===== config.mk =====
export PLATFORM = sky130hd
export DESIGN_NAME = bankers_safety_check
export DESIGN_NICKNAME = d
export VERILOG_FILES = /design/src/hdl/bsc_pkg.sv /design/src/hdl/bsc_table.sv /design/src/hdl/bsc_alu.sv /design/src/hdl/bankers_safety_check.sv
export SDC_FILE = /design/constraint.sdc
export NUM_CORES = 2
export LEC_CHECK = 0
export BUFFER_PORTS_ARGS = -buffer_cell sky130_fd_sc_hd__buf_4
export CAP_MARGIN = 15
export CORE_UTILIZATION = 49
export DETAILED_ROUTE_END_ITERATION = 8
export PLACE_DENSITY = 0.61
export SYNTH_ARGS = -nofsm -noshare
export SYNTH_HDL_FRONTEND = slang
export SYNTH_SLANG_ARGS = --single-unit
export TNS_END_PERCENT = 30

===== constraint.sdc =====
create_clock -name clk -period 14.2 [get_ports clk]
set_input_delay 0.71 -clock clk [delete_from_list [all_inputs] [get_ports clk]]
set_output_delay 0.71 -clock clk [all_outputs]
set_load 0.02 [all_outputs]

===== src/hdl/bsc_pkg.sv =====
// ----------------------------------------------------------------------------
// bsc_pkg
// Shared codes and types of the banker's safety check engine: operation and
// status codes, configuration register indexes and the flag bundle that the
// arithmetic unit returns to the sequencer.
// ----------------------------------------------------------------------------
package bsc_pkg;

  localparam logic [2:0] OP_WR_ALLOC = 3'd0;
  localparam logic [2:0] OP_WR_MAX   = 3'd1;
  localparam logic [2:0] OP_WR_AVAIL = 3'd2;
  localparam logic [2:0] OP_CHECK    = 3'd3;
  localparam logic [2:0] OP_REQ_ELEM = 3'd4;

  localparam logic [2:0] ST_WRITTEN   = 3'd0;
  localparam logic [2:0] ST_SAFE      = 3'd1;
  localparam logic [2:0] ST_UNSAFE    = 3'd2;
  localparam logic [2:0] ST_GRANTED   = 3'd3;
  localparam logic [2:0] ST_OVER_NEED = 3'd4;
  localparam logic [2:0] ST_OVER_AVL  = 3'd5;
  localparam logic [2:0] ST_DENIED    = 3'd6;

  localparam logic CFG_PROC_COUNT = 1'b0;
  localparam logic CFG_RES_COUNT  = 1'b1;

  localparam int CFG_DATA_W = 5;

  typedef struct packed {
    logic need_gt_x;  // need exceeds the compared operand
    logic x_gt_need;  // compared operand exceeds need
  } alu_flags_t;

endpackage


===== src/hdl/bsc_table.sv =====
// ----------------------------------------------------------------------------
// bsc_table
// One count table: single write port, single registered read port. Each
// entry has a valid bit cleared by reset; an entry never written reads zero.
// ----------------------------------------------------------------------------
module bsc_table #(
  parameter int DEPTH  = 128,
  parameter int DATA_W = 8,
  parameter int ADDR_W = 7
) (
  input  logic              clk,
  input  logic              rst_n,
  input  logic              we,
  input  logic [ADDR_W-1:0] waddr,
  input  logic [DATA_W-1:0] wdata,
  input  logic [ADDR_W-1:0] raddr,
  output logic [DATA_W-1:0] rdata
);

  logic [DATA_W-1:0] mem [DEPTH];
  logic [DEPTH-1:0]  vld_r;
  logic [DATA_W-1:0] rd_r;
  logic              rd_vld_r;

  always_ff @(posedge clk) begin
    if (!rst_n) begin
      vld_r <= '0;
    end else if (we) begin
      vld_r[waddr] <= 1'b1;
    end
  end

  always_ff @(posedge clk) begin
    if (we) begin
      mem[waddr] <= wdata;
    end
    rd_r <= mem[raddr];
  end

  always_ff @(posedge clk) begin
    if (!rst_n) begin
      rd_vld_r <= 1'b0;
    end else begin
      rd_vld_r <= vld_r[raddr];
    end
  end

  assign rdata = rd_vld_r ? rd_r : '0;

endmodule


===== src/hdl/bsc_alu.sv =====
// ----------------------------------------------------------------------------
// bsc_alu
// Shared arithmetic unit: need (maximum minus allocation, floored at zero)
// compared against one operand, and a saturating add.
// ----------------------------------------------------------------------------
module bsc_alu #(
  parameter int COUNT_BITS = 8
) (
  input  logic [COUNT_BITS-1:0] max_val,
  input  logic [COUNT_BITS-1:0] alloc_val,
  input  logic [COUNT_BITS-1:0] cmp_val,
  input  logic [COUNT_BITS-1:0] add_a,
  input  logic [COUNT_BITS-1:0] add_b,
  output bsc_pkg::alu_flags_t   flags,
  output logic [COUNT_BITS-1:0] sum_sat
);

  logic [COUNT_BITS-1:0] need;
  logic [COUNT_BITS:0]   sum;

  assign need            = (max_val > alloc_val) ? (max_val - alloc_val) : '0;
  assign flags.need_gt_x = need > cmp_val;
  assign flags.x_gt_need = cmp_val > need;

  assign sum     = {1'b0, add_a} + {1'b0, add_b};
  assign sum_sat = sum[COUNT_BITS] ? {COUNT_BITS{1'b1}} : sum[COUNT_BITS-1:0];

endmodule


===== src/hdl/bankers_safety_check.sv =====
// ----------------------------------------------------------------------------
// bankers_safety_check
// Banker's algorithm engine: allocation and maximum tables, available vector,
// request evaluation with tentative grant and roll-back, and safety check.
//
//   channel   ports                                        transfer
//   input     start, busy, in_opcode .. in_last_element    start & !busy
//   result    out_valid, out_status, out_proc_echo         out_valid
//   config    cfg_we, cfg_index, cfg_data                  cfg_we
//
// Writes answer in the cycle after the transfer; a request element that is not
// the last gives no answer. A safety check scans one table element per cycle
// through the shared unit: an unfinished process is judged in S_PSEL and S_FIT
// and its allocation is added to work in S_ADD; a finished process is skipped
// in S_PSEL. Worst case each pass finishes one process. A request passes
// S_REQ, S_RCHK and S_APPLY before its check, and S_ROLL to roll back.
// busy is high throughout. Reset is synchronous; tables read zero until
// written. Results cannot be stalled.
// ----------------------------------------------------------------------------
module bankers_safety_check #(
  parameter int MAX_PROCS  = 16,
  parameter int MAX_RES    = 8,
  parameter int COUNT_BITS = 8
) (
  input  logic       clk,
  input  logic       rst_n,
  input  logic       start,
  output logic       busy,
  input  logic [2:0] in_opcode,
  input  logic [3:0] in_proc_index,
  input  logic [2:0] in_res_index,
  input  logic [7:0] in_amount,
  input  logic       in_last_element,
  output logic       out_valid,
  output logic [2:0] out_status,
  output logic [3:0] out_proc_echo,
  input  logic       cfg_we,
  input  logic       cfg_index,
  input  logic [bsc_pkg::CFG_DATA_W-1:0] cfg_data
);

  localparam int DEPTH = MAX_PROCS * MAX_RES;
  localparam int AW    = (DEPTH > 1) ? $clog2(DEPTH) : 1;
  localparam int PIW   = (MAX_PROCS > 1) ? $clog2(MAX_PROCS) : 1;
  localparam int RIW   = (MAX_RES > 1) ? $clog2(MAX_RES) : 1;
  localparam int PW    = $clog2(MAX_PROCS + 1);
  localparam int RW    = $clog2(MAX_RES + 1);
  localparam logic [16:0] CMAX = (17'd1 << COUNT_BITS) - 17'd1;

  localparam logic [2:0] S_IDLE  = 3'd0;
  localparam logic [2:0] S_PSEL  = 3'd1;
  localparam logic [2:0] S_FIT   = 3'd2;
  localparam logic [2:0] S_ADD   = 3'd3;
  localparam logic [2:0] S_REQ   = 3'd4;
  localparam logic [2:0] S_RCHK  = 3'd5;
  localparam logic [2:0] S_APPLY = 3'd6;
  localparam logic [2:0] S_ROLL  = 3'd7;

  logic [2:0]            state_r, state_nxt;
  logic [4:0]            proc_count_r;
  logic [3:0]            res_count_r;
  logic [PIW-1:0]        p_r, p_nxt;
  logic [RW-1:0]         ra_r, ra_nxt;
  logic [RIW-1:0]        rd_r, rd_nxt;
  logic                  pend_r, pend_nxt;
  logic                  flag_r, flag_nxt;
  logic                  progress_r, progress_nxt;
  logic                  req_mode_r, req_mode_nxt;
  logic [3:0]            reqp_r, reqp_nxt;
  logic [MAX_PROCS-1:0]  fin_r, fin_nxt;
  logic [COUNT_BITS-1:0] work_r  [MAX_RES];
  logic [COUNT_BITS-1:0] work_nxt[MAX_RES];
  logic [COUNT_BITS-1:0] avail_r [MAX_RES];
  logic [COUNT_BITS-1:0] avail_nxt[MAX_RES];
  logic [COUNT_BITS-1:0] req_r   [MAX_RES];
  logic [COUNT_BITS-1:0] req_nxt [MAX_RES];
  logic [COUNT_BITS-1:0] row_r   [MAX_RES];
  logic [COUNT_BITS-1:0] row_nxt [MAX_RES];
  logic [COUNT_BITS-1:0] keep_r  [MAX_RES];
  logic [COUNT_BITS-1:0] keep_nxt[MAX_RES];
  logic                  out_valid_r, out_valid_nxt;
  logic [2:0]            out_status_r, out_status_nxt;
  logic [3:0]            out_echo_r, out_echo_nxt;

  logic [PW-1:0]         np;
  logic [RW-1:0]         nr;
  logic [MAX_PROCS-1:0]  proc_mask;
  logic [RIW-1:0]        ra_i;
  logic [COUNT_BITS-1:0] amt_c;
  logic                  accept;
  logic                  in_p_ok, in_r_ok;
  logic [AW-1:0]         in_addr, rd_addr, req_addr;
  logic                  over_avail;
  logic                  adv, start_chk, last_rd, last_ra;

  logic                  alloc_we, max_we;
  logic [AW-1:0]         alloc_waddr;
  logic [COUNT_BITS-1:0] alloc_wdata;
  logic [COUNT_BITS-1:0] alloc_rd, max_rd;
  logic [COUNT_BITS-1:0] cmp_val, add_a, add_b, sum_sat;
  bsc_pkg::alu_flags_t   flags;

  // Effective counts: zero acts as one, above the maximum acts as the maximum
  always_comb begin
    if (proc_count_r == 5'd0) begin
      np = PW'(1);
    end else if (32'(proc_count_r) > MAX_PROCS) begin
      np = PW'(MAX_PROCS);
    end else begin
      np = PW'(proc_count_r);
    end
    if (res_count_r == 4'd0) begin
      nr = RW'(1);
    end else if (32'(res_count_r) > MAX_RES) begin
      nr = RW'(MAX_RES);
    end else begin
      nr = RW'(res_count_r);
    end
    for (int i = 0; i < MAX_PROCS; i++) begin
      proc_mask[i] = 32'(i) < 32'(np);
    end
  end

  assign accept   = start && (state_r == S_IDLE);
  assign busy     = state_r != S_IDLE;
  assign ra_i     = ra_r[RIW-1:0];
  assign in_p_ok  = 32'(in_proc_index) < MAX_PROCS;
  assign in_r_ok  = 32'(in_res_index) < MAX_RES;
  assign amt_c    = (17'(in_amount) > CMAX) ? CMAX[COUNT_BITS-1:0]
                                            : COUNT_BITS'(in_amount);
  assign in_addr  = AW'(32'(in_proc_index) * MAX_RES + 32'(in_res_index));
  assign rd_addr  = AW'(32'(p_r) * MAX_RES + 32'(ra_r));
  assign req_addr = AW'(32'(reqp_r) * MAX_RES + 32'(ra_r));
  assign last_rd  = RW'(rd_r) == (nr - RW'(1));
  assign last_ra  = ra_r == (nr - RW'(1));

  always_comb begin
    over_avail = 1'b0;
    for (int r = 0; r < MAX_RES; r++) begin
      if (32'(r) < 32'(nr) && req_r[r] > avail_r[r]) begin
        over_avail = 1'b1;
      end
    end
  end

  // Table ports
  assign max_we = accept && (in_opcode == bsc_pkg::OP_WR_MAX) && in_p_ok && in_r_ok;

  always_comb begin
    alloc_we    = 1'b0;
    alloc_waddr = in_addr;
    alloc_wdata = amt_c;
    case (state_r)
      S_IDLE: begin
        alloc_we = accept && (in_opcode == bsc_pkg::OP_WR_ALLOC) && in_p_ok && in_r_ok;
      end
      S_APPLY: begin
        alloc_we    = 1'b1;
        alloc_waddr = req_addr;
        alloc_wdata = sum_sat;
      end
      S_ROLL: begin
        alloc_we    = 1'b1;
        alloc_waddr = req_addr;
        alloc_wdata = keep_r[ra_i];
      end
      default: begin
        alloc_we = 1'b0;
      end
    endcase
  end

  bsc_table #(.DEPTH(DEPTH), .DATA_W(COUNT_BITS), .ADDR_W(AW)) u_alloc (
    .clk   (clk),
    .rst_n (rst_n),
    .we    (alloc_we),
    .waddr (alloc_waddr),
    .wdata (alloc_wdata),
    .raddr ((state_r == S_RCHK) ? req_addr : rd_addr),
    .rdata (alloc_rd)
  );

  bsc_table #(.DEPTH(DEPTH), .DATA_W(COUNT_BITS), .ADDR_W(AW)) u_max (
    .clk   (clk),
    .rst_n (rst_n),
    .we    (max_we),
    .waddr (in_addr),
    .wdata (amt_c),
    .raddr ((state_r == S_RCHK) ? req_addr : rd_addr),
    .rdata (max_rd)
  );

  // Shared unit operands
  assign cmp_val = (state_r == S_FIT) ? work_r[rd_r] : req_r[rd_r];
  assign add_a   = (state_r == S_ADD) ? work_r[ra_i] : keep_r[ra_i];
  assign add_b   = (state_r == S_ADD) ? row_r[ra_i]  : req_r[ra_i];

  bsc_alu #(.COUNT_BITS(COUNT_BITS)) u_alu (
    .max_val   (max_rd),
    .alloc_val (alloc_rd),
    .cmp_val   (cmp_val),
    .add_a     (add_a),
    .add_b     (add_b),
    .flags     (flags),
    .sum_sat   (sum_sat)
  );

  // Sequencer
  always_comb begin
    state_nxt      = state_r;
    p_nxt          = p_r;
    ra_nxt         = ra_r;
    rd_nxt         = rd_r;
    pend_nxt       = 1'b0;
    flag_nxt       = flag_r;
    progress_nxt   = progress_r;
    req_mode_nxt   = req_mode_r;
    reqp_nxt       = reqp_r;
    fin_nxt        = fin_r;
    work_nxt       = work_r;
    avail_nxt      = avail_r;
    req_nxt        = req_r;
    row_nxt        = row_r;
    keep_nxt       = keep_r;
    out_valid_nxt  = 1'b0;
    out_status_nxt = out_status_r;
    out_echo_nxt   = out_echo_r;
    adv            = 1'b0;
    start_chk      = 1'b0;

    case (state_r)
      S_IDLE: begin
        if (accept) begin
          out_echo_nxt = in_proc_index;
          case (in_opcode)
            bsc_pkg::OP_WR_ALLOC, bsc_pkg::OP_WR_MAX: begin
              out_valid_nxt  = 1'b1;
              out_status_nxt = bsc_pkg::ST_WRITTEN;
            end
            bsc_pkg::OP_WR_AVAIL: begin
              if (in_r_ok) begin
                avail_nxt[RIW'(in_res_index)] = amt_c;
              end
              out_valid_nxt  = 1'b1;
              out_status_nxt = bsc_pkg::ST_WRITTEN;
            end
            bsc_pkg::OP_CHECK: begin
              req_mode_nxt = 1'b0;
              start_chk    = 1'b1;
            end
            bsc_pkg::OP_REQ_ELEM: begin
              if (in_r_ok) begin
                req_nxt[RIW'(in_res_index)] = amt_c;
              end
              if (in_last_element) begin
                reqp_nxt  = in_proc_index;
                state_nxt = S_REQ;
              end
            end
            default: begin
              out_valid_nxt = 1'b0;
            end
          endcase
        end
      end

      S_PSEL: begin
        if (fin_r[p_r]) begin
          adv = 1'b1;
        end else begin
          ra_nxt    = '0;
          flag_nxt  = 1'b1;
          state_nxt = S_FIT;
        end
      end

      // Issue one read per cycle; judge the element read in the cycle before
      S_FIT: begin
        if (ra_r < nr) begin
          pend_nxt = 1'b1;
          rd_nxt   = ra_i;
          ra_nxt   = ra_r + RW'(1);
        end
        if (pend_r) begin
          row_nxt[rd_r] = alloc_rd;
          if (flags.need_gt_x) begin
            flag_nxt = 1'b0;
          end
          if (last_rd) begin
            pend_nxt = 1'b0;
            if (flag_r && !flags.need_gt_x) begin
              ra_nxt    = '0;
              state_nxt = S_ADD;
            end else begin
              adv = 1'b1;
            end
          end
        end
      end

      S_ADD: begin
        work_nxt[ra_i] = sum_sat;
        ra_nxt         = ra_r + RW'(1);
        if (last_ra) begin
          fin_nxt[p_r] = 1'b1;
          progress_nxt = 1'b1;
          adv          = 1'b1;
        end
      end

      S_REQ: begin
        if (32'(reqp_r) >= 32'(np)) begin
          out_valid_nxt  = 1'b1;
          out_status_nxt = bsc_pkg::ST_OVER_NEED;
          for (int r = 0; r < MAX_RES; r++) req_nxt[r] = '0;
          state_nxt = S_IDLE;
        end else begin
          ra_nxt    = '0;
          flag_nxt  = 1'b0;
          state_nxt = S_RCHK;
        end
      end

      S_RCHK: begin
        if (ra_r < nr) begin
          pend_nxt = 1'b1;
          rd_nxt   = ra_i;
          ra_nxt   = ra_r + RW'(1);
        end
        if (pend_r) begin
          keep_nxt[rd_r] = alloc_rd;
          if (flags.x_gt_need) begin
            flag_nxt = 1'b1;
          end
          if (last_rd) begin
            pend_nxt = 1'b0;
            ra_nxt   = '0;
            if (flag_r || flags.x_gt_need || over_avail) begin
              out_valid_nxt  = 1'b1;
              out_status_nxt = (flag_r || flags.x_gt_need) ? bsc_pkg::ST_OVER_NEED
                                                           : bsc_pkg::ST_OVER_AVL;
              for (int r = 0; r < MAX_RES; r++) req_nxt[r] = '0;
              state_nxt = S_IDLE;
            end else begin
              for (int r = 0; r < MAX_RES; r++) begin
                if (32'(r) < 32'(nr)) avail_nxt[r] = avail_r[r] - req_r[r];
              end
              state_nxt = S_APPLY;
            end
          end
        end
      end

      // Tentative grant: allocation plus request, one element per cycle
      S_APPLY: begin
        ra_nxt = ra_r + RW'(1);
        if (last_ra) begin
          req_mode_nxt = 1'b1;
          start_chk    = 1'b1;
        end
      end

      // Unsafe: restore the saved allocation row and hand units back
      S_ROLL: begin
        ra_nxt = ra_r + RW'(1);
        if (last_ra) begin
          for (int r = 0; r < MAX_RES; r++) begin
            if (32'(r) < 32'(nr)) avail_nxt[r] = avail_r[r] + req_r[r];
            req_nxt[r] = '0;
          end
          out_valid_nxt  = 1'b1;
          out_status_nxt = bsc_pkg::ST_DENIED;
          state_nxt      = S_IDLE;
        end
      end

      default: begin
        state_nxt = S_IDLE;
      end
    endcase

    if (start_chk) begin
      for (int r = 0; r < MAX_RES; r++) begin
        work_nxt[r] = (32'(r) < 32'(nr)) ? avail_r[r] : '0;
      end
      fin_nxt      = '0;
      progress_nxt = 1'b0;
      p_nxt        = '0;
      state_nxt    = S_PSEL;
    end

    // Advance to the next process; a pass without progress ends the check
    if (adv) begin
      if (PW'(p_r) == (np - PW'(1))) begin
        if (progress_nxt) begin
          p_nxt        = '0;
          progress_nxt = 1'b0;
          state_nxt    = S_PSEL;
        end else if ((fin_nxt & proc_mask) == proc_mask) begin
          out_valid_nxt = 1'b1;
          if (req_mode_r) begin
            out_status_nxt = bsc_pkg::ST_GRANTED;
            for (int r = 0; r < MAX_RES; r++) req_nxt[r] = '0;
          end else begin
            out_status_nxt = bsc_pkg::ST_SAFE;
          end
          state_nxt = S_IDLE;
        end else if (req_mode_r) begin
          ra_nxt    = '0;
          state_nxt = S_ROLL;
        end else begin
          out_valid_nxt  = 1'b1;
          out_status_nxt = bsc_pkg::ST_UNSAFE;
          state_nxt      = S_IDLE;
        end
      end else begin
        p_nxt     = p_r + PIW'(1);
        state_nxt = S_PSEL;
      end
    end
  end

  always_ff @(posedge clk) begin
    if (!rst_n) begin
      state_r      <= S_IDLE;
      proc_count_r <= 5'd16;
      res_count_r  <= 4'd8;
      pend_r       <= 1'b0;
      flag_r       <= 1'b0;
      progress_r   <= 1'b0;
      req_mode_r   <= 1'b0;
      fin_r        <= '0;
      out_valid_r  <= 1'b0;
      p_r          <= '0;
      ra_r         <= '0;
      rd_r         <= '0;
      for (int r = 0; r < MAX_RES; r++) begin
        work_r[r]  <= '0;
        avail_r[r] <= '0;
        req_r[r]   <= '0;
      end
    end else begin
      state_r     <= state_nxt;
      pend_r      <= pend_nxt;
      flag_r      <= flag_nxt;
      progress_r  <= progress_nxt;
      req_mode_r  <= req_mode_nxt;
      fin_r       <= fin_nxt;
      out_valid_r <= out_valid_nxt;
      p_r         <= p_nxt;
      ra_r        <= ra_nxt;
      rd_r        <= rd_nxt;
      work_r      <= work_nxt;
      avail_r     <= avail_nxt;
      req_r       <= req_nxt;
      if (cfg_we) begin
        case (cfg_index)
          bsc_pkg::CFG_PROC_COUNT: proc_count_r <= cfg_data[4:0];
          bsc_pkg::CFG_RES_COUNT:  res_count_r  <= cfg_data[3:0];
          default:                 proc_count_r <= proc_count_r;
        endcase
      end
    end
  end

  always_ff @(posedge clk) begin
    reqp_r       <= reqp_nxt;
    row_r        <= row_nxt;
    keep_r       <= keep_nxt;
    out_status_r <= out_status_nxt;
    out_echo_r   <= out_echo_nxt;
  end

  assign out_valid     = out_valid_r;
  assign out_status    = out_status_r;
  assign out_proc_echo = out_echo_r;

  a_pend_in_scan: assert property (@(posedge clk) disable iff (!rst_n)
    pend_r |-> (state_r == S_FIT || state_r == S_RCHK))
    else $error("read pending outside a table scan");

  a_result_when_idle: assert property (@(posedge clk) disable iff (!rst_n)
    out_valid_r |-> (state_r == S_IDLE))
    else $error("result issued while sequencer still active");

  a_write_in_range: assert property (@(posedge clk) disable iff (!rst_n)
    (state_r == S_APPLY || state_r == S_ROLL || state_r == S_ADD) |-> (ra_r < nr))
    else $error("row index beyond resources in use");

  a_grant_restores: assert property (@(posedge clk) disable iff (!rst_n)
    (out_valid_r && out_status_r == bsc_pkg::ST_DENIED) |-> $past(state_r == S_ROLL))
    else $error("denial without roll-back");

endmodule


======== Yosys cells after proc, flatten, opt, wreduce, memory -nomap -nowiden ========
Memory sizes are Yosys's and may differ from the RTL's. A register that Yosys moved wholly into a read port is not among the register bits.
Index checks and enable logic that the tools add are counted.
word-level totals
  register bits ........................... 633
  memory bits (writable) .................. 2048
  input bits .............................. 29
  output and inout bits ................... 9
  logic and storage cells ................. 463
  memories ................................ 2
operators by class
  add/subtract/negate cells ............... 25
  $lt $le $gt $ge ......................... 52
  equality and inequality tests ........... 54
  multiplexer cells ....................... 209
  bitwise logic cells ..................... 8
  reduce and logical (&&, ||, !) cells .... 54
memories
  memory       words  bits a word  rd ports  clocked after memory_dff  wr ports  RTL line         source
  u_alloc.mem  128    8            1         1                         1         bsc_table.sv:20  logic [DATA_W-1:0] mem [DEPTH];
  u_max.mem    128    8            1         1                         1         bsc_table.sv:20
operators by type and width
  operator              count
  $mux W64              20
  $mux W8               46
  $bwmux W64            5
  $or A128 B128 Y128    2
  $pmux W64 S4          1
  $pmux W64 S3          1
  $bmux W8 S3           6
  $mux W3               30
  $gt A8 B8 Y1          11
  $mux W4               19
  $demux W8 S3          3
  $reduce_and A9 Y1     8
  $sub A8 B8 Y8         9
  $add A8 B8 Y8         8
  $mux W1               54
  $mux W16              3
  $lt A4 B5 Y1 const A  8
  $ne A2 B2 Y1 const B  19
  $ne A4 B4 Y1 const B  8
  $lt A7 B8 Y1 const B  3
  $lt A3 B5 Y1 const A  4
  $ne A2 B1 Y1 const B  10
  $pmux W4 S5           1
  $logic_and A1 B1 Y1   18
  other kinds (60)      105

======== Depth between registers and ports, before layout ========
  depth after elaboration ................. 23
  depth in mapped cells ................... 24

======== Hierarchy ========
A second synthesis with hierarchy kept.
second synthesis, totals
  cells, all modules ...................... 7506
  area total of the unflattened synthesis .. 114109.4 µm²
by module, submodules not included
  module                times used  cells each  area an instance (µm²)  seq. area each (µm²)
  bsc_table (u_alloc)   1           2468        44577.8                 33492.1
  bsc_table (u_max)     1           2180        44540.2                 33492.1
  bankers_safety_check  1           2723        24036.8                 8868.5
  bsc_alu               1           135         954.7                   0.0

======== Worst setup path after synthesis ========
Ideal clock, no wire load.
  kind .................................... register to register
  start ................................... register ra_r[1]
  end ..................................... memory u_alloc.mem[0][4] (data pin)
  arrival ................................. 9.228 ns
  setup slack ............................. 3.775 ns
  cell stages (with the launch flop) ...... 21
  buffers on the path ..................... 4
  clock period less this slack ............ 10.425 ns
  path through ............................ dfxtp_1 buf_2 nor3b_1 clkbuf_1 clkbuf_1 clkbuf_1 a22oi_1 nand4_1 nor2_1 a31oi_1 ha_1 inv_1 fa_1 nor2b_1 o21ai_0 a21boi_0 o21a_1 o211ai_1 o211ai_1 mux2i_1 o21ai_0
between the ends
  cells in the longest elaborated chain, start to end .. 8
  elaborated cells between the ends (all ways) .. 18
  classes of those cells .................. add/sub (1); mux (16); bitwise (1)
RTL lines
  what                                     RTL line                                                                               source
  start: declaration                       bankers_safety_check.sv:63                                                             logic [RW-1:0] ra_r, ra_nxt;
  start signal: assignment                 bankers_safety_check.sv:451                                                            ra_r <= ra_nxt;
  $not A3 Y4 (not written as such) *       bankers_safety_check.sv:165, bankers_safety_check.sv:195, bankers_safety_check.sv:196
  $bmux W8 S3 (on tied branches)           bankers_safety_check.sv:165, bankers_safety_check.sv:195, bankers_safety_check.sv:196
  $mux W8 (on tied branches) (2 in a row)  bankers_safety_check.sv:165, bankers_safety_check.sv:195, bankers_safety_check.sv:196
  $mux W8 (on tied branches)               bankers_safety_check.sv:195, bankers_safety_check.sv:196
  $add A8 B8 Y9                            bsc_alu.sv:25                                                                          assign sum = {1'b0, add_a} + {1'b0, add_b};
  $mux W8                                  bsc_alu.sv:26                                                                          assign sum_sat = sum[COUNT_BITS] ? {COUNT_BITS{1'b1}} : sum[COUNT_BITS-1:0];
  $pmux W8 S2 *                            bankers_safety_check.sv:153                                                            case (state_r)
  via alloc_wdata[4]                       bankers_safety_check.sv:98                                                             logic [COUNT_BITS-1:0] alloc_wdata;
  end: declaration                         bsc_table.sv:20
The timed path passes the listed nets; every way through them passes the cells marked *. The select of a mux whose other input is x is not followed.

======== Worst setup path after layout ========
  start ................................... register ra_r[2]
  end ..................................... memory u_alloc.mem[66][1] (data pin)
The elaborated chain is that of the path after synthesis.

==> flow_metrics.py <==
metrics = {
    "sta": {
        "max_slew_margin_pct": 13.6,
        "fin_crit_ns": 7.44,
        "hold_viol": 0,
        "rsz0062_at_grt": "no",
        "post-route-period-util_pct": 52.4,
        "setup_viol": 0,
        "slew_viol_final": 0,
        "fin_setup_tns_ns": 0,
        "fin_skew_ns": 0.0960,
        "worst_pin_slew_ns": 1.29,
        "fmax_mhz": 134,
    },
    "cts": {
        "clock_path_buffers": 4,
        "clock-sinks": 2697,
        "htree_levels": 5,
        "cts_made_buffers": 295,
        "clock_latency_ns": 0.96,
        "clk_pin_slew_worst_paths_ns": 0.06,
        "cts_resized": 0,
        "cts_root_buf": "clkbuf_16",
        "cts_tree": "built",
    },
    "setup_path": {
        "path_common_cell": "buf_4",
        "crit_buf_inv": 3,
        "startpoint_type": "register",
        "crit_fanout": 96,
        "crit_chain": "nor3b_2 -> buf_4 -> buf_12 -> a22oi_1 -> nand4_1 -> nor2_1 -> a41o_1 -> fa_1 -> nor2b_1 -> o21ai_0 -> a21boi_0 -> o21a_1 -> o211ai_1 -> nand3_1 -> mux2i_1 -> o21ai_4 -> buf_4",
        "arrival_ns": 8.01,
        "cpLargestDelayFamily": "compound AO/OA/AOI/OAI gates",
        "cp.required_ns": 14.77,
        "endpoint_kind": "register",
        "slowest_stage": "buf_4",
        "criticalPathCategory": "register to register",
        "crit_path_max_incr_delay_ns": 0.86,
    },
    "global_route": {
        "grt_pass1_wl_mm": 501,
        "gr-usage-all-layers_pct": 30.5,
        "grt_max_degree": 124,
        "grt_pass1_vias": 69700,
        "antenna_found_initial": 7,
        "grt_overflow": 0,
    },
    "cells_and_area": {
        "final_nets": 8068,
        "fin_cells": 11100,
        "syn_to_final_growth_pct": 11.8,
        "fin_util_pct": 55.1,
        "drive_gt1_share_pct": 9.21,
    },
    "synthesis": {
        "netlist_area_sq_mm": 0.109,
        "synthArstFlopShare_pct": 0,
        "synth.distinct_cells": 90,
        "syn_area_per_cell_sq_um": 13.8,
        "yosys.area.top_type": "edfxtp_1",
        "synth_edf_count": 2184,
        "yosysMostFrequentCell": "edfxtp_1",
        "synth_cells": 7920,
        "ys_seq_area_share_pct": 69.3,
        "yosys_warnings": 0,
        "yosys-top-cells-area": "edfxtp_1, dfxtp_1, a22oi_1, nor2_1, ha_1",
        "ys.flop_type": "edfxtp_1",
        "synth_common_cells": "edfxtp_1, a22oi_1, nor2_1",
        "synth_nets": 8134,
        "ys_ff_latch": 2697,
        "synth_top_area_share_pct": 59.9,
    },
    "routing": {
        "num_vias": 73600,
        "drtIter0Drc": 9241,
        "drt-pass1-iter-count": 6,
        "routed_via_density": 6.65,
        "routed_wl_mm": 348,
        "drc": 0,
        "routedWlPerCell_um": 31.5,
        "detail-route-antenna-nets": 0,
    },
    "floorplanning": {
        "start_util_pct": 49.3,
        "core_area_sq_mm": 0.222,
        "die_area_sq_mm": 0.225,
        "dieWidth_um": 475,
        "die_h_um": 475,
        "num_rows": 173,
        "ios": 38,
    },
    "place": {
        "hpwl_mm": 208,
        "io_buffers": 37,
        "gp_congestion": 1.01,
        "post-place-cells": 10500,
    },
    "power_and_ir_drop": {
        "p_leak_nw": 38.9,
        "p_total_mw": 17.1,
        "ir_drop_uv": 138,
        "p_per_area_mw_per_mm2": 140,
    },
    "min_path": {
        "min_path_type": "input pin to register",
    },
    "run_status": {
        "run_status": "complete, no violations",
    },
    "run": {
        "maxCapViolations": 0,
    },
}
[registers in the layout (all words and copies together) (netlist names), 5 cells and up]
register,count
u_alloc.mem,1024
u_max.mem,1024
u_alloc.vld_r,128
u_max.vld_r,128
avail_r,64
keep_r,64
req_r,64
row_r,64
work_r,64
fin_r,16
u_alloc.rd_r,8
u_max.rd_r,8
proc_count_r,5
[placed cells by master, fill, tap and decap left out, types with 47 or more instances in the layout]
cell,synthesis,layout
nor2_1,561,560
o21a_1,239,239
ha_1,167,167
clkinv_2,0,47
o21ai_0,224,212
edfxtp_1,2184,2184
dfxtp_1,513,507
o211ai_1,132,132
a21oi_1,306,305
nand4_1,302,302
a221oi_1,185,185
o31ai_1,80,79
inv_1,140,140
clkbuf_1,450,57
nand3_1,73,72
buf_4,5,179
mux2i_1,73,71
clkbuf_16,0,303
nand2_1,342,336
nor3_1,72,64
a22oi_1,958,958
a22o_1,166,166
[where the power goes]
group          switching (mW)  total (mW)  internal (mW)
Combinational           0.741       0.983          0.243
Clock                    3.09        7.54           4.46
Sequential             0.0207        8.57           8.55
Total                    3.85        17.1           13.2
[layout make-up]
cell class	instances	area [sq um]
fill	18000	99800
sequential	2697	75900
multi-input combinational	4520	31100
clock buffer	387	8170
tap	2975	3720
timing repair buffer	199	1680
clock inverter	131	1240
inverter	141	534
antenna	3	7.51
[per-layer routing]
metal	up-vias	wire, um	global-route usage (%)
met1	37500	144000	43.4
met2	3907	158000	46.6
met3	663	32000	5.30
met5	-	71	0
met4	10	14200	11.8
li1	31500	-	-
[logic make-up (layout without fill, tap and decap cells)]
group | Yosys count | after routing | synth area share [%]
compound gates | 2619 | 2619 | 17.3
xor+xnor | 34 | 34 | 0.300
fa+ha+maj | 185 | 185 | 2.24
buf+inv | 703 | 858 | 2.49
flops | 2697 | 2697 | 69.3
mux | 120 | 120 | 1.52
other cells | 0 | 3 | 0
simple gates | 1562 | 1562 | 6.80
[timing repair]
| item | 4_1_cts | 5_1_grt |
|---|---|---|
| hold buffers | 4 | 0 |
| setup buffers | 0 | 0 |
| hold endpoints to repair | 5 | 0 |
[through the flow]
step	setup WS [ns]	instance area [sq um]	hold WS, ns
6_report	6.76	122000	0.0576
5_1_grt	6.25	122000	0.0272
4_1_cts	6.83	122000	0.00541
3_5_place_dp	6.85	113000	0.448
3_3_place_gp	6.95	113000	0.441
2_1_floorplan	3.78	109000	0.431
[worst register-to-register path: cells and delay by family (launching register included)]
kind | cells | cell delay [ns]
muxes | 1 | 0.27
and+or+nand+nor | 5 | 1.59
buffers and inverters | 3 | 2.02
adders and majority gates | 1 | 0.41
AOI/OAI and AO/OA | 7 | 2.01
DFF | 1 | 0.66
[final timing paths]
path                          startpoint  slack [ns]                           end  cells past startpoint
min reg2reg  res_count_r[0]$_SDFFE_PN0P_        0.46   res_count_r[0]$_SDFFE_PN0P_                      2
max reg2reg           ra_r[2]$_SDFF_PN0_        6.76  u_alloc.mem[66][1]$_DFFE_PP_                     17
min                     in_proc_index[0]        0.06    out_proc_echo[0]$_DFFE_PP_                      1
max                   ra_r[2]$_SDFF_PN0_        6.76  u_alloc.mem[66][1]$_DFFE_PP_                     17
Note: power is estimated with default switching activity, not from simulation.
